$ cat config.mk
export PLATFORM = sky130hd
export DESIGN_NAME = nec_ir_frame_decoder_flat
export DESIGN_NICKNAME = d
export VERILOG_FILES = /design/src/necir_pkg.sv /design/src/necir_ifs.sv /design/src/necir_csr.sv /design/src/necir_step.sv /design/src/nec_ir_frame_decoder.sv /design/src/flat_wrapper.sv
export VERILOG_INCLUDE_DIRS = /design/src /design/src/src
export SDC_FILE = /design/constraint.sdc
export NUM_CORES = 1
export LEC_CHECK = 0
export ABC_AREA = 0
export BUFFER_PORTS_ARGS = -buffer_cell sky130_fd_sc_hd__buf_2
export CORE_ASPECT_RATIO = 1.75
export CORE_MARGIN = 2
export CORE_UTILIZATION = 30
export CTS_CLUSTER_SIZE = 24
export DETAILED_ROUTE_END_ITERATION = 16
export SKIP_LAST_GASP = 1
export SLEW_MARGIN = 40
export SYNTH_ARGS = -nofsm -noshare
export SYNTH_HDL_FRONTEND = slang
export SYNTH_SLANG_ARGS = --single-unit
$ cat constraint.sdc
create_clock -name clock -period 10.92 [get_ports clock]
set_input_delay 1.638 -clock clock [delete_from_list [all_inputs] [get_ports clock]]
set_output_delay 1.638 -clock clock [all_outputs]
set_load 0.02 [all_outputs]
$ cat src/assert_macros.svh
// assertion macros used by the decoder top level
`ifndef ASSERT_MACROS_SVH
`define ASSERT_MACROS_SVH
`ifndef NO_ASSERTIONS
`define ASSERT_ALWAYS(label, clk, rst, cond) \
   label: assert property (@(posedge clk) disable iff (rst) (cond)) \
      else $error("assertion failed");
`define ASSERT_IMPLY(label, clk, rst, pre, post) \
   label: assert property (@(posedge clk) disable iff (rst) (pre) |-> (post)) \
      else $error("assertion failed");
`define ASSERT_NEXT(label, clk, rst, pre, post) \
   label: assert property (@(posedge clk) disable iff (rst) (pre) |=> (post)) \
      else $error("assertion failed");
`else
`define ASSERT_ALWAYS(label, clk, rst, cond)
`define ASSERT_IMPLY(label, clk, rst, pre, post)
`define ASSERT_NEXT(label, clk, rst, pre, post)
`endif
`endif

$ cat src/necir_pkg.sv
// types, codes and reset constants of the nec ir frame decoder
package necir_pkg;

   localparam int TIME_W = 32;
   localparam int DUR_W = 16;
   localparam int DATA_W = 32;
   localparam int COUNT_W = 6;
   localparam int CSR_IDX_W = 3;

   typedef enum logic [2:0] {
      PH_WAIT      = 3'd0,
      PH_HDR_BURST = 3'd1,
      PH_HDR_PAUSE = 3'd2,
      PH_BIT_BURST = 3'd3,
      PH_BIT_PAUSE = 3'd4
   } phase_type;

   typedef enum logic [1:0] {
      ST_IGNORED  = 2'd0,
      ST_ACCEPTED = 2'd1,
      ST_ERROR    = 2'd2,
      ST_FRAME    = 2'd3
   } status_type;

   localparam logic [CSR_IDX_W-1:0] REG_TOLERANCE    = 3'd0;
   localparam logic [CSR_IDX_W-1:0] REG_HEADER_BURST = 3'd1;
   localparam logic [CSR_IDX_W-1:0] REG_HEADER_PAUSE = 3'd2;
   localparam logic [CSR_IDX_W-1:0] REG_BIT_BURST    = 3'd3;
   localparam logic [CSR_IDX_W-1:0] REG_ZERO_PAUSE   = 3'd4;
   localparam logic [CSR_IDX_W-1:0] REG_ONE_PAUSE    = 3'd5;

   localparam logic [DUR_W-1:0] RST_TOLERANCE    = 16'd200;
   localparam logic [DUR_W-1:0] RST_HEADER_BURST = 16'd9000;
   localparam logic [DUR_W-1:0] RST_HEADER_PAUSE = 16'd4500;
   localparam logic [DUR_W-1:0] RST_BIT_BURST    = 16'd560;
   localparam logic [DUR_W-1:0] RST_ZERO_PAUSE   = 16'd560;
   localparam logic [DUR_W-1:0] RST_ONE_PAUSE    = 16'd1690;

   typedef struct packed {
      logic [DUR_W-1:0] tolerance_us;
      logic [DUR_W-1:0] header_burst_us;
      logic [DUR_W-1:0] header_pause_us;
      logic [DUR_W-1:0] bit_burst_us;
      logic [DUR_W-1:0] zero_pause_us;
      logic [DUR_W-1:0] one_pause_us;
   } cfg_type;

   typedef struct packed {
      phase_type         phase;
      logic              expect_rising;
      logic [TIME_W-1:0] last_edge_time;
      logic [DATA_W-1:0] shift_data;
   } state_type;

   typedef struct packed {
      status_type         status;
      logic [COUNT_W-1:0] bits_received;
      logic [DATA_W-1:0]  frame_data;
   } result_type;

   // strict fit on both sides, no wrap
   function automatic logic fits(input logic [TIME_W-1:0] dur,
                                 input logic [DUR_W-1:0] expected,
                                 input logic [DUR_W-1:0] tol);
      logic [TIME_W:0] lo_sum;
      logic [TIME_W:0] hi_sum;
      lo_sum = {1'b0, dur} + (TIME_W+1)'(tol);
      hi_sum = (TIME_W+1)'(expected) + (TIME_W+1)'(tol);
      return (lo_sum > (TIME_W+1)'(expected)) && ({1'b0, dur} < hi_sum);
   endfunction

endpackage

$ cat src/necir_ifs.sv
// handshake channels of the nec ir frame decoder
interface necir_req_if;
   import necir_pkg::*;
   logic              valid;
   logic              ready;
   logic              rising;
   logic [TIME_W-1:0] time_us;
   modport source (output valid, output rising, output time_us, input ready);
   modport sink (input valid, input rising, input time_us, output ready);
endinterface

interface necir_rsp_if;
   import necir_pkg::*;
   logic               valid;
   logic               ready;
   logic [1:0]         status;
   logic [COUNT_W-1:0] bits_received;
   logic [DATA_W-1:0]  frame_data;
   modport source (output valid, output status, output bits_received,
                   output frame_data, input ready);
   modport sink (input valid, input status, input bits_received,
                 input frame_data, output ready);
endinterface

interface necir_csr_if;
   import necir_pkg::*;
   logic                 valid;
   logic                 ready;
   logic [CSR_IDX_W-1:0] index;
   logic [DUR_W-1:0]     data;
   modport source (output valid, output index, output data, input ready);
   modport sink (input valid, input index, input data, output ready);
endinterface

$ cat src/necir_csr.sv
// timing configuration registers
module necir_csr import necir_pkg::*; (
   input  logic        clock,
   input  logic        reset,
   necir_csr_if.sink   csr_bus,
   output cfg_type     cfg
);

   cfg_type cfg_ff;
   cfg_type cfg_in;

   assign csr_bus.ready = 1'b1;
   assign cfg = cfg_ff;

   always_comb begin
      cfg_in = cfg_ff;
      if (csr_bus.valid) begin
         case (csr_bus.index)
            REG_TOLERANCE:    cfg_in.tolerance_us = csr_bus.data;
            REG_HEADER_BURST: cfg_in.header_burst_us = csr_bus.data;
            REG_HEADER_PAUSE: cfg_in.header_pause_us = csr_bus.data;
            REG_BIT_BURST:    cfg_in.bit_burst_us = csr_bus.data;
            REG_ZERO_PAUSE:   cfg_in.zero_pause_us = csr_bus.data;
            REG_ONE_PAUSE:    cfg_in.one_pause_us = csr_bus.data;
            default:          cfg_in = cfg_ff;
         endcase
      end
   end

   always_ff @(posedge clock) begin
      if (reset) begin
         cfg_ff.tolerance_us <= RST_TOLERANCE;
         cfg_ff.header_burst_us <= RST_HEADER_BURST;
         cfg_ff.header_pause_us <= RST_HEADER_PAUSE;
         cfg_ff.bit_burst_us <= RST_BIT_BURST;
         cfg_ff.zero_pause_us <= RST_ZERO_PAUSE;
         cfg_ff.one_pause_us <= RST_ONE_PAUSE;
      end else begin
         cfg_ff <= cfg_in;
      end
   end

endmodule

$ cat src/necir_step.sv
// per-edge decode: next decoder state and the result of one edge
module necir_step import necir_pkg::*; #(
   parameter int FRAME_BITS = 32,
   parameter int CNT_W = 6
) (
   input  cfg_type            cfg,
   input  state_type          st,
   input  logic [CNT_W-1:0]   cnt,
   input  logic               rising,
   input  logic [TIME_W-1:0]  time_us,
   output state_type          st_nxt,
   output logic [CNT_W-1:0]   cnt_nxt,
   output result_type         res
);

   logic [TIME_W-1:0] dur;
   logic [CNT_W-1:0]  cnt_inc;
   logic [DATA_W-1:0] bit_mask;
   logic [DUR_W-1:0]  expected;
   logic              fit_zero;
   logic              fit_one;
   logic              fit_exp;

   assign dur = time_us - st.last_edge_time;
   assign cnt_inc = cnt + CNT_W'(1);
   assign bit_mask = DATA_W'(1) << cnt;
   assign fit_zero = fits(dur, cfg.zero_pause_us, cfg.tolerance_us);
   assign fit_one = fits(dur, cfg.one_pause_us, cfg.tolerance_us);
   assign fit_exp = fits(dur, expected, cfg.tolerance_us);

   always_comb begin
      case (st.phase)
         PH_HDR_BURST: expected = cfg.header_burst_us;
         PH_HDR_PAUSE: expected = cfg.header_pause_us;
         default:      expected = cfg.bit_burst_us;
      endcase
   end

   always_comb begin
      st_nxt = st;
      cnt_nxt = cnt;
      res.status = ST_ACCEPTED;
      res.bits_received = '0;
      res.frame_data = '0;
      if (rising != st.expect_rising) begin
         res.status = ST_IGNORED;
      end else begin
         case (st.phase)
            PH_BIT_PAUSE: begin
               if (fit_zero || fit_one) begin
                  if (!fit_zero) begin
                     st_nxt.shift_data = st.shift_data | bit_mask;
                  end
                  cnt_nxt = cnt_inc;
                  st_nxt.last_edge_time = time_us;
                  st_nxt.phase = PH_BIT_BURST;
                  st_nxt.expect_rising = 1'b0;
                  if (cnt_inc == CNT_W'(FRAME_BITS)) begin
                     res.status = ST_FRAME;
                  end
               end else begin
                  res.status = ST_ERROR;
               end
            end
            PH_HDR_BURST, PH_HDR_PAUSE, PH_BIT_BURST: begin
               if (fit_exp) begin
                  st_nxt.last_edge_time = time_us;
                  case (st.phase)
                     PH_HDR_BURST: begin
                        st_nxt.phase = PH_HDR_PAUSE;
                        st_nxt.expect_rising = 1'b1;
                     end
                     PH_HDR_PAUSE: begin
                        st_nxt.phase = PH_BIT_BURST;
                        st_nxt.expect_rising = 1'b0;
                     end
                     default: begin
                        st_nxt.phase = PH_BIT_PAUSE;
                        st_nxt.expect_rising = 1'b1;
                     end
                  endcase
               end else begin
                  res.status = ST_ERROR;
               end
            end
            default: begin
               st_nxt.last_edge_time = time_us;
               st_nxt.phase = PH_HDR_BURST;
               st_nxt.expect_rising = 1'b0;
            end
         endcase
      end

      res.bits_received = COUNT_W'(cnt_nxt);
      res.frame_data = st_nxt.shift_data;
      if (res.status == ST_FRAME) begin
         res.bits_received = COUNT_W'(FRAME_BITS);
      end
      // back to waiting after a frame or a timing error
      if (res.status == ST_FRAME || res.status == ST_ERROR) begin
         st_nxt.phase = PH_WAIT;
         st_nxt.expect_rising = 1'b1;
         st_nxt.shift_data = '0;
         cnt_nxt = '0;
      end
      if (res.status == ST_ERROR) begin
         res.bits_received = '0;
         res.frame_data = '0;
      end
   end

endmodule

$ cat src/nec_ir_frame_decoder.sv
// Decodes NEC infrared frames from timestamped receiver edges. Each req beat
// carries one edge (polarity and a 32-bit microsecond timestamp) and yields
// exactly one rsp beat with a status (ignored, accepted, timing error, frame
// complete), the bit count and the bits collected so far, LSB first. One
// edge is taken every clock cycle while rsp does not stall; each taken edge
// is held in the input register, and the combinational decode update then
// loads the result and decoder state registers. A stalled rsp channel holds
// one edge in the input register and then stalls req. Timing registers are
// written through the csr channel, which is always ready, and should be
// changed only while no edge is in flight.
`include "assert_macros.svh"

module nec_ir_frame_decoder import necir_pkg::*; #(
   parameter int FRAME_BITS = 32
) (
   input  logic        clock,
   input  logic        reset,
   necir_req_if.sink   req_bus,
   necir_rsp_if.source rsp_bus,
   necir_csr_if.sink   csr_bus
);

   localparam int CNT_W = $clog2(FRAME_BITS + 1);

   cfg_type            cfg;
   logic               in_valid_ff;
   logic               in_rising_ff;
   logic [TIME_W-1:0]  in_time_ff;
   state_type          state_ff;
   state_type          state_in;
   logic [CNT_W-1:0]   cnt_ff;
   logic [CNT_W-1:0]   cnt_in;
   logic               rsp_valid_ff;
   result_type         rsp_ff;
   result_type         rsp_in;
   logic               advance;

   necir_csr u_csr (
      .clock   (clock),
      .reset   (reset),
      .csr_bus (csr_bus),
      .cfg     (cfg)
   );

   necir_step #(
      .FRAME_BITS (FRAME_BITS),
      .CNT_W      (CNT_W)
   ) u_step (
      .cfg     (cfg),
      .st      (state_ff),
      .cnt     (cnt_ff),
      .rising  (in_rising_ff),
      .time_us (in_time_ff),
      .st_nxt  (state_in),
      .cnt_nxt (cnt_in),
      .res     (rsp_in)
   );

   assign advance = in_valid_ff && (!rsp_valid_ff || rsp_bus.ready);
   assign req_bus.ready = !in_valid_ff || advance;

   assign rsp_bus.valid = rsp_valid_ff;
   assign rsp_bus.status = rsp_ff.status;
   assign rsp_bus.bits_received = rsp_ff.bits_received;
   assign rsp_bus.frame_data = rsp_ff.frame_data;

   always_ff @(posedge clock) begin
      if (reset) begin
         in_valid_ff <= 1'b0;
         rsp_valid_ff <= 1'b0;
         state_ff.phase <= PH_WAIT;
         state_ff.expect_rising <= 1'b1;
         state_ff.last_edge_time <= '0;
         state_ff.shift_data <= '0;
         cnt_ff <= '0;
      end else begin
         if (req_bus.ready) begin
            in_valid_ff <= req_bus.valid;
         end
         if (advance) begin
            rsp_valid_ff <= 1'b1;
            state_ff <= state_in;
            cnt_ff <= cnt_in;
         end else if (rsp_bus.ready) begin
            rsp_valid_ff <= 1'b0;
         end
      end
   end

   always_ff @(posedge clock) begin
      if (req_bus.valid && req_bus.ready) begin
         in_rising_ff <= req_bus.rising;
         in_time_ff <= req_bus.time_us;
      end
      if (advance) begin
         rsp_ff <= rsp_in;
      end
   end

   `ASSERT_NEXT(a_advance_loads_rsp, clock, reset, advance, rsp_valid_ff)
   `ASSERT_IMPLY(a_error_clears, clock, reset,
      rsp_valid_ff && rsp_ff.status == ST_ERROR,
      rsp_ff.bits_received == '0 && rsp_ff.frame_data == '0)
   `ASSERT_ALWAYS(a_count_in_frame, clock, reset, 32'(cnt_ff) < 32'(FRAME_BITS))
   `ASSERT_IMPLY(a_wait_is_clean, clock, reset, state_ff.phase == PH_WAIT,
      state_ff.expect_rising && cnt_ff == '0 && state_ff.shift_data == '0)

endmodule
$ cat src/flat_wrapper.sv
// flat-port wrapper written by rule: the top's interface ports become plain ports
module nec_ir_frame_decoder_flat import necir_pkg::*;
#(
   parameter int FRAME_BITS = 32
)
  (clock, reset, req_bus_valid, req_bus_rising, req_bus_time_us, req_bus_ready, rsp_bus_valid, rsp_bus_status, rsp_bus_bits_received, rsp_bus_frame_data, rsp_bus_ready, csr_bus_valid, csr_bus_index, csr_bus_data, csr_bus_ready);
  necir_req_if req_bus_i ();
  necir_rsp_if rsp_bus_i ();
  necir_csr_if csr_bus_i ();
  input  logic clock;
  input  logic reset;
  input wire logic [$bits(req_bus_i.valid)-1:0] req_bus_valid;
  input wire logic [$bits(req_bus_i.rising)-1:0] req_bus_rising;
  input wire logic [$bits(req_bus_i.time_us)-1:0] req_bus_time_us;
  output wire logic [$bits(req_bus_i.ready)-1:0] req_bus_ready;
  output wire logic [$bits(rsp_bus_i.valid)-1:0] rsp_bus_valid;
  output wire logic [$bits(rsp_bus_i.status)-1:0] rsp_bus_status;
  output wire logic [$bits(rsp_bus_i.bits_received)-1:0] rsp_bus_bits_received;
  output wire logic [$bits(rsp_bus_i.frame_data)-1:0] rsp_bus_frame_data;
  input wire logic [$bits(rsp_bus_i.ready)-1:0] rsp_bus_ready;
  input wire logic [$bits(csr_bus_i.valid)-1:0] csr_bus_valid;
  input wire logic [$bits(csr_bus_i.index)-1:0] csr_bus_index;
  input wire logic [$bits(csr_bus_i.data)-1:0] csr_bus_data;
  output wire logic [$bits(csr_bus_i.ready)-1:0] csr_bus_ready;
  assign req_bus_i.valid = req_bus_valid;
  assign req_bus_i.rising = req_bus_rising;
  assign req_bus_i.time_us = req_bus_time_us;
  assign req_bus_ready = req_bus_i.ready;
  assign rsp_bus_valid = rsp_bus_i.valid;
  assign rsp_bus_status = rsp_bus_i.status;
  assign rsp_bus_bits_received = rsp_bus_i.bits_received;
  assign rsp_bus_frame_data = rsp_bus_i.frame_data;
  assign rsp_bus_i.ready = rsp_bus_ready;
  assign csr_bus_i.valid = csr_bus_valid;
  assign csr_bus_i.index = csr_bus_index;
  assign csr_bus_i.data = csr_bus_data;
  assign csr_bus_ready = csr_bus_i.ready;
  nec_ir_frame_decoder #(.FRAME_BITS(FRAME_BITS)) u_core (.clock(clock), .reset(reset), .req_bus(req_bus_i), .rsp_bus(rsp_bus_i), .csr_bus(csr_bus_i));
endmodule
==> run metrics, run 1 <==
ant diodes 0; pwr dens 141 nW/um2; first-pass GRT wire length 85000 um; clk buf depth 3; final instance area roughly 19000 um2; gr usage total a little under a fifth; CP endpoint u_core.state_ff[33]; Fin. Hold Viols 0; final net count 2462; crit end category register; vias in the first global route around 16000; Worst-Margin Slew 0.862 ns; Routed wire per std cell ~18 um; critical path startpoint category register; Final ANT Viol Nets 0; DP HPWL approximately 43000 um; TNS Setup 0 ns; area grow syn2layout 11.8%; top-count cell post-synth nand2_1; Syn Area/Cell roughly 8 um2; crit path time final 7.67 ns; outcome completed; CP max FO 41; clk_skew between 0.03 and 0.04 ns; via density per instance 5.28; share of cells above drive strength 1 8.38%; Reg2Reg Setup Slack around 3.3 ns; CTS tree yes; worst hold path class register to register; initial antenna violation count 0; setup bufs post-CTS 0; H-tree lvl count 1; maximum number of pins on one net before global-route repair 81; cell count after synthesis between 2000 and 2500; Routed WL between 50000 and 60000 um; slowest CP cell nand2_1; Worst R2R End u_core.state_ff[33]; fmax between 100 and 150 MHz; crit path kind register to register; prevailing post-synth register cell dfxtp_1; sequential-to-total area share from yosys stat 32.4%; most used cell, CP a21oi_1; routed via count approximately 16000; asr flop ratio synth 0%; Starting Density 30.3%; GPL Wtd Cong between 0.9 and 1; Clock transition at path regs 0.07 ns; Pre-antenna DRT Iters 5; I/O pin cnt 100; R2R depth 31; Max Cap Viol 0; hold depth 2; Root Buffer clkbuf_16; delay of the slowest critical-path stage between 0.6 and 0.7 ns; Rows ~120; Synth warnings 0; DP Area approximately 19000 um2; Distinct cells, synth 75; height of the chip 323 um; synth top area cells dfxtp_1, ha_1, edfxtp_1; Initial DRC Count roughly 890; # hold bufs at CTS 0; RSZ-0062 raised after global routing no; worst rel slew slack 42.4%; max-slew violation count 0; drc violations 0; Min Hold Slack roughly 0.45 ns; Post-synth top cells nand2_1, a21oi_1, ha_1, dfxtp_1, inv_1; flop and latch count out of synthesis 245; Num CTS Buffers 25; period utilization 70.2%; Final setup violation count 0; # resized after CTS 0; Reg2Reg Launch Point u_core.state_ff[66]; leakage power 7.62 nW; EDFF count, synth 73; GRT overflow 0; top-area cell type share of the netlist area between 15 and 20%; Peak supply drop 0.0855 mV; CTS sink count ~250; Port Buf Inserts between 90 and 100; Die Area ~60000 um2; Die X 186 um; Clock Latency Late Sink 0.60 ns; CP arrival 8.16 ns; Syn Nets 2413; crit path launch u_core.state_ff[66]; fin util 33.9%; WP data required between 10 and 15 ns; core area 57300 um2; Design Power roughly 2.7 mW; Syn Std Cell Area 17400 um2; cell taking the most area after synthesis dfxtp_1
-- cells in the final DEF, fill, tap and decap left out, types with 19 or more instances in the layout --
master	netlist	final
a211oi_1	21	21
a21o_1	40	40
a21oi_1	265	264
a31oi_1	33	32
buf_2	15	98
clkbuf_16	0	25
dfxtp_1	172	172
edfxtp_1	73	73
ha_1	199	199
inv_1	151	149
mux2i_1	37	37
nand2_1	329	329
nand3_1	67	67
nand4_1	49	49
nor2_1	149	149
nor2b_1	24	24
nor3_1	35	33
o211ai_1	19	19
o21a_1	20	20
o21ai_0	56	55
o21bai_1	23	23
o22ai_1	33	33
xnor2_1	51	51
xor2_1	26	26
-- worst min-delay path by stage --
stage | from | slack, ns | to
final | u_core.state_ff[7] | 0.45 | u_core.state_ff[7]
after global routing | u_core.state_ff[47] | 0.48 | u_core.state_ff[47]
after CTS | u_core.state_ff[11] | 0.46 | u_core.state_ff[11]
after detailed placement | u_core.state_ff[24] | 0.45 | u_core.state_ff[24]
after global placement | u_core.state_ff[50] | 0.44 | u_core.state_ff[50]
after floorplan | u_core.state_ff[31] | 0.43 | u_core.state_ff[31]
-- cell families (layout without fill, tap and decap cells) --
| group | after synthesis | in the layout | share of synthesized area [%] |
|---|---|---|---|
| mux | 39 | 39 | 2.28 |
| other cells | 1 | 1 | 0.0216 |
| flops | 245 | 245 | 32.4 |
| buf+inv | 248 | 315 | 5.74 |
| compound gates | 599 | 599 | 21.6 |
| xor+xnor | 77 | 77 | 3.88 |
| simple gates | 739 | 739 | 19.2 |
| fa+ha+maj | 204 | 204 | 14.9 |
-- area by class of cell --
class | count | area [um2]
fill | 5921 | 37900
multi-input combinational | 1659 | 10800
sequential | 245 | 5640
inverter | 154 | 578
tap | 767 | 960
timing repair buffer | 116 | 648
clock inverter | 17 | 179
clock buffer | 28 | 647
-- state kept, by name, summed over array words and instances (netlist names), 2 cells and up --
signal	flops
u_core.rsp_bus.bits_received	6
u_core.cnt_ff	6
u_core.rsp_bus.frame_data	32
u_core.rsp_bus.status	2
u_core.state_ff	68
u_core.u_csr.cfg	96
u_core.in_time_ff	32
-- where the power goes --
part | switching, mW | internal (mW) | total [mW] | leakage, nW
clock | 0.412 | 0.483 | 0.895 | 0.401
combinational | 0.546 | 0.314 | 0.860 | 5.12
sequential | 0.0197 | 0.966 | 0.985 | 2.10
total | 0.977 | 1.76 | 2.74 | 7.62
-- per-layer routing --
metal  vias up  global-route usage (%)  routed length (um)
met1      7427                    18.3               19800
met4         0                    11.1                3500
met3       144                    1.78                1980
li1       7790                       -                   -
met5         -                       0                   0
met2       411                    34.8               29000
-- metrics by stage --
stage                     std cells  setup slack (ns)
after detailed placement       2941              3.34
after global placement         2938              3.42
after CTS                      2986              3.31
final                          2986              3.25
after global routing           2986              2.57
after floorplan                2152              4.95
-- critical path: cells and delay by family, from the launching register on --
kind	cells	cell delay, ns
AO/OA/AOI/OAI	21	4.07
XOR/XNOR	1	0.19
multiplexers	1	0.26
adder cells (fa/ha/maj)	2	0.51
flip-flops	1	0.31
buffers and inverters	3	1.40
AND/OR/NAND/NOR	3	0.76
(Power assumes the default switching activity.)
==> inputs of run 2 (changes only) <==
==> constraint.sdc (replaced) <==
create_clock -name clock -period 6.54 [get_ports clock]
set_input_delay 0.981 -clock clock [delete_from_list [all_inputs] [get_ports clock]]
set_output_delay 0.981 -clock clock [all_outputs]
set_load 0.02 [all_outputs]
==> run 2 against run 1 <==
  * First-iteration DRC count down 11%
  * Die area unchanged
  * Non-clock buffer count up 64
  * Worst hold slack better by 0.0011 ns
  * Cell area up 4.6%
  * Register-to-register slack worse by 3.0 ns
  * Clock power up 63%
  * Clock-buffer cell count up 1
  * Sequential power up 68%
  * Sequential cell count unchanged
  * Via count up 0.55%
  * Global-route usage up 0.11 points
==> run metrics, run 2 (synthesis gave the netlist of run 1 again) <==
Root Buffer clkbuf_16 (unchanged); Peak supply drop 0.151 mV (was 0.0855 mV); Max Cap Viol 0 (unchanged); gr usage total 18.2% (was 18.1%); Num CTS Buffers 24 (was 25); Routed wire per std cell 18.2 um (about the same); TNS Setup 0 ns (unchanged); H-tree lvl count 1 (unchanged); clk_skew 0.0299 ns (was 0.0328 ns); routed via count 15900 (was 15800); worst rel slew slack 48.5% (was 42.4%); initial antenna violation count 0 (unchanged); ant diodes 0 (unchanged); first-pass GRT wire length 85400 um (was 85000 um); Routed WL 55600 um (was 54300 um); Final ANT Viol Nets 0 (unchanged); Rows 116 (unchanged); CTS sink count 245 (unchanged); final worst slack 0.279 ns (was 3.25 ns); Pre-antenna DRT Iters 5 (unchanged); drc violations 0 (unchanged); Worst-Margin Slew 0.772 ns (was 0.862 ns); height of the chip 323 um (unchanged); core area 57300 um2 (unchanged); most frequent cells in the layout nand2_1, a21oi_1, ha_1 (unchanged); I/O pin cnt 100 (unchanged); Starting Density 30.3% (unchanged); CP arrival 6.72 ns (was 8.16 ns); crit end category register (unchanged); crit path kind register to register (unchanged); clk buf depth 3 (unchanged); via density per instance 5.20 (was 5.28); Port Buf Inserts 98 (unchanged); crit path time final 6.26 ns (was 7.67 ns); Die Area 60000 um2 (unchanged); commonest non-fill, non-tap cell in the layout nand2_1 (unchanged); GPL Wtd Cong 0.896 (was 0.947); DP HPWL 43600 um (was 42600 um); vias in the first global route 15900 (was 15800); maximum number of pins on one net before global-route repair 84 (was 81); area grow syn2layout 16.9% (was 11.8%); Clock Latency Late Sink 0.58 ns (was 0.60 ns); Initial DRC Count 791 (was 892); GRT overflow 0 (unchanged); dpl ws -0.267 ns (was 3.34 ns); max-slew violation count 0 (unchanged); Fin. Hold Viols 0 (unchanged); WP data required 7.00 ns (was 11.41 ns); Largest register FFs 96 (unchanged); Final setup violation count 0 (unchanged); critical path startpoint category register (unchanged); share of cells above drive strength 1 13.1% (was 8.38%); CTS tree yes (unchanged); leakage power 8.06 nW (was 7.62 nW); period utilization 95.7% (was 70.2%); Clock transition at path regs 0.06 ns (was 0.07 ns); Die X 186 um (unchanged); outcome completed (unchanged); fmax 160 MHz (was 130 MHz); pwr dens 232 nW/um2 (was 141 nW/um2); worst hold path class register to register (unchanged); final net count 2525 (was 2462); CP max FO 16 (was 41); Design Power 4.73 mW (was 2.74 mW)
[run 2: cell types whose count changed in the layout (fill, tap and decap cells not counted), moves of 3 or more]
cell / change
xnor2_2: +10
o21ai_1: +7
clkinv_2: +3
a2111oi_0: -3
xor2_1: -5
a21oi_2: +15
buf_12: +9
o21ai_0: -10
xnor2_1: -10
a21oi_1: -15
xor2_2: +3
buf_4: +55
[run 2: path summary, 6_finish.rpt]
check        slack (ns)                  from  depth (start not counted)                  end
min reg2reg        0.45   u_core.state_ff[25]                          2  u_core.state_ff[25]
min                0.45   u_core.state_ff[25]                          2  u_core.state_ff[25]
max                0.28  u_core.in_time_ff[4]                         25  u_core.state_ff[63]
max reg2reg        0.28  u_core.in_time_ff[4]                         25  u_core.state_ff[63]
[run 2: critical path, stage by stage (launching register included)]
cell       delay (ns)
edfxtp_1         0.39
ha_1             0.36
and2_1           0.20
a221o_2          0.43
o21bai_2         0.23
nor2b_2          0.21
xnor2_2          0.17
ha_1             0.33
and3_1           0.24
nand3_1          0.16
nand3_1          0.14
a21o_1           0.20
a21oi_1          0.24
xnor2_2          0.16
ha_1             0.44
nand4_1          0.20
nor4_1           0.37
buf_4            0.18
nor2_1           0.05
o21a_1           0.15
a2111oi_0        0.42
a21bo_2          0.28
a211oi_4         0.05
buf_4            0.21
buf_16           0.18
mux2i_1          0.13
[run 2: report_power, final]
part / switching, mW / internal (mW) / leakage, nW / total [mW]
Clock: 0.658 / 0.805 / 0.403 / 1.46
Sequential: 0.0348 / 1.61 / 2.10 / 1.65
Combinational: 0.976 / 0.644 / 5.56 / 1.62
Total: 1.67 / 3.06 / 8.06 / 4.73
[run 2: cell type report]
class	count	area, um2
Fill cell	5891	37000
Timing Repair Buffer	180	1270
Multi-Input combinational cell	1659	11100
Inverter	154	578
Sequential cell	245	5640
Clock inverter	15	143
Tap cell	767	960
Clock buffer	29	661
[run 2: layer usage]
layer | part of all wire (%) | GRT usage, % | vias to the layer above
li1 | - | - | 7905
met1 | 37 | 18.9 | 7484
met2 | 54 | 35.1 | 337
met3 | 2.8 | 1.43 | 132
met4 | 6.1 | 10.4 | 0
met5 | 0 | 0 | -
[run 2: repair_timing]
item	in CTS	in global routing
hold buffers	0	0
setup endpoints to repair	113	112
pin swaps	2	13
gates cloned	1	1
resized for setup	11	65
setup buffers	4	5
[run 2: stage by stage]
step           hold slack (ns)  std cells  instance area [um2]  utilization, %
3_3_place_gp             0.440       2994                19100            33.3
6_report                 0.454       3049                20300            35.5
5_1_grt                  0.471       3049                20300            35.5
3_5_place_dp             0.446       2994                19100            33.3
4_1_cts                  0.456       3043                20000            34.9
2_1_floorplan            0.431       2152                17400               -
==> inputs of run 3 (changes only) <==
--- a/config.mk
+++ b/config.mk
@@ -17,4 +17,5 @@
 export SLEW_MARGIN = 40
 export SYNTH_ARGS = -nofsm -noshare
 export SYNTH_HDL_FRONTEND = slang
+export SYNTH_HIERARCHICAL = 1
 export SYNTH_SLANG_ARGS = --single-unit
==> run 3 against run 2 <==
  * Fmax decreased by 1.2%
  * Cell area increased by 7.8%
  * Sequential share of layout area decreased by 2.0 points
  * Worst setup slack got worse by 0.074 ns
  * Sequential cell count unchanged
  * Clock power increased by 7%
  * Die area increased by 9.7%
  * Synthesized cell count decreased by 0.98%
  * Wire length increased by 2.1%
  * Total power increased by 1.3%
  * Sequential power about the same
  * Area after synthesis increased by 9.8%
==> run metrics, run 3 <==
area grow syn2layout 14.8% (was 16.9%); pwr dens 218 nW/um2 (was 232 nW/um2); Reg2Reg Launch Point u_core/in_time_ff[0] (was u_core.in_time_ff[4]); Port Buf Inserts 98 (unchanged); Peak supply drop 0.188 mV (was 0.151 mV); GPL Wtd Cong 0.923 (was 0.896); Syn Nets 2392 (was 2413); R2R depth 30 (was 25); synth top area cells dfxtp_1, ha_1, edfxtp_1 (unchanged); final instance area 21900 um2 (was 20300 um2); clk_skew 0.0352 ns (was 0.0299 ns); maximum number of pins on one net before global-route repair 170 (was 84); Die X 195 um (was 186 um); crit path launch u_core/in_time_ff[0] (was u_core.in_time_ff[4]); gr usage total 16.9% (was 18.2%); worst hold path class register to register (unchanged); CP endpoint u_core/state_ff[44] (was u_core.state_ff[63]); worst rel slew slack 47.8% (was 48.5%); Clock Latency Late Sink 0.60 ns (was 0.58 ns); Die Area 65800 um2 (was 60000 um2); crit path kind register to register (unchanged); TNS Setup 0 ns (unchanged); flop and latch count out of synthesis 245 (unchanged); delay of the slowest critical-path stage 0.45 ns (was 0.44 ns); commonest non-fill, non-tap cell in the layout nand2b_1 (was nand2_1); most used cell, CP a21o_1 (was ha_1); CTS sink count 245 (unchanged); Reg2Reg Setup Slack 0.20 ns (was 0.28 ns); period utilization 96.9% (was 95.7%); Syn Area/Cell 8.97 um2 (was 8.09 um2); Routed wire per std cell 18.5 um (was 18.2 um); slowest CP cell ha_1 (unchanged); crit path time final 6.34 ns (was 6.26 ns); sequential-to-total area share from yosys stat 29.5% (was 32.4%); Worst-Margin Slew 0.778 ns (was 0.772 ns); Fin. Hold Viols 0 (unchanged); GRT overflow 0 (unchanged); Clock transition at path regs 0.06 ns (about the same); dpl ws -0.460 ns (was -0.267 ns); fin util 34.7% (was 35.5%); Starting Density 30.2% (was 30.3%); most frequent cells in the layout nand2b_1, ha_1, nor2_1 (was nand2_1, a21oi_1, ha_1); leakage power 9.28 nW (was 8.06 nW); crit end category register (unchanged); fmax 158 MHz (was 160 MHz); clk buf depth 3 (unchanged); asr flop ratio synth 0% (unchanged); Initial DRC Count 800 (was 791); CP max FO 15 (was 16); via density per instance 5.17 (was 5.20); Syn Std Cell Area 19100 um2 (was 17400 um2); Largest register FFs 96 (unchanged); Synth warnings 6 (was 0); cell taking the most area after synthesis dfxtp_1 (unchanged); WP data required 6.96 ns (was 7.00 ns); Worst R2R End u_core/state_ff[44] (was u_core.state_ff[63]); Routed WL 56700 um (was 55600 um); top-area cell type share of the netlist area 18.0% (was 19.8%); initial antenna violation count 0 (unchanged); CTS tree yes (unchanged); routed via count 15800 (was 15900); DP HPWL 44700 um (was 43600 um); outcome completed (unchanged); core area 63200 um2 (was 57300 um2); CP arrival 6.75 ns (was 6.72 ns); EDFF count, synth 73 (unchanged); prevailing post-synth register cell dfxtp_1 (unchanged); max-slew violation count 0 (unchanged); Num CTS Buffers 26 (was 24); cell count after synthesis 2131 (was 2152); critical path startpoint category register (unchanged); final net count 2500 (was 2525); DP Area 20800 um2 (was 19100 um2); Distinct cells, synth 94 (was 75); share of cells above drive strength 1 14.7% (was 13.1%); Max Cap Viol 0 (unchanged); Post-synth top cells nand2b_1, ha_1, nor2_1, mux2i_1, dfxtp_1 (was nand2_1, a21oi_1, ha_1, dfxtp_1, inv_1); I/O pin cnt 100 (unchanged); top-count cell post-synth nand2b_1 (was nand2_1); RSZ-0062 raised after global routing yes; Rows 122 (was 116); # hold bufs at CTS 0 (unchanged); height of the chip 338 um (was 323 um); Pre-antenna DRT Iters 5 (unchanged); Root Buffer clkbuf_16 (unchanged); Final ANT Viol Nets 0 (unchanged); H-tree lvl count 1 (unchanged); Final setup violation count 0 (unchanged); final worst slack 0.205 ns (was 0.279 ns); ant diodes 0 (unchanged); first-pass GRT wire length 88500 um (was 85400 um); drc violations 0 (unchanged); vias in the first global route 16400 (was 15900)
[run 3: changes by cell type after synthesis, sizes merged, moves of 34 or more]
cell / before / now
nor2: 149 / 187
mux2i: 37 / 175
nand3: 67 / 33
nand2b: 18 / 254
nand2: 329 / 80
a21oi: 266 / 110
[run 3: layout make-up]
cell class | count | area, um2
Fill cell | 6550 | 41300
Tap cell | 806 | 1010
Inverter | 126 | 473
Timing Repair Buffer | 185 | 1260
Clock inverter | 12 | 130
Sequential cell | 245 | 5640
Clock buffer | 35 | 777
Multi-Input combinational cell | 1655 | 12600
[run 3: how the worst min path moves through the flow]
stage,from,endpoint,cells past startpoint
floorplan,u_core/state_ff[65],u_core/state_ff[65],2
global placement,u_core/state_ff[18],u_core/state_ff[18],2
detailed placement,u_core/state_ff[7],u_core/state_ff[7],2
CTS,u_core/state_ff[7],u_core/state_ff[7],2
global route,u_core/state_ff[10],u_core/state_ff[10],2
finish,u_core/state_ff[7],u_core/state_ff[7],2
[run 3: timing repair]
action,CTS,global route
setup endpoints to repair,112,114
buffers inserted,0,3
resized for setup,5,57
pin swaps,0,8
endpoints found under the hold margin,0,0
[run 3: logic make-up (layout without fill, tap and decap cells)]
family,after synthesis,count (layout),synth area share [%]
XOR/XNOR,75,75,3.44
AND/OR/NAND/NOR,717,717,20.5
other,1,1,0.0196
AO/OA/AOI/OAI,449,449,16.2
buffers and inverters,231,358,5.71
flip-flops,245,245,29.5
multiplexers,209,209,11.2
adder cells (fa/ha/maj),204,204,13.6
[run 3: report_power, final]
part	leakage, nW	internal (mW)	switching, mW
registers	2.07	1.61	0.0347
clock network	0.453	0.887	0.676
logic	6.75	0.656	0.923
total	9.28	3.16	1.63
[run 3: critical path: cells and delay by family, from the launching register on]
family	cells	cell delay, ns
compound gates	13	2.26
buf+inv	3	0.39
flops	1	0.36
fa+ha+maj	4	1.35
simple gates	6	1.04
xor+xnor	2	0.36
mux	2	0.38
[run 3: layer usage]
metal  GRT usage (%)  vias up  routed length, um
met5               0        -                  0
met2            34.0      315              30900
met4            8.32        0               2800
li1                -     7830                  -
met1            17.2     7590              21300
met3            1.65      111               1680
[run 3: per-stage QoR]
step	hold slack [ns]	power, mW	instances
4_1_cts	0.477	4.80	3060
3_5_place_dp	0.464	3.20	3013
5_1_grt	0.497	5.04	3064
3_3_place_gp	0.458	3.17	3013
6_report	0.473	4.79	3064
2_1_floorplan	0.447	2.68	2131
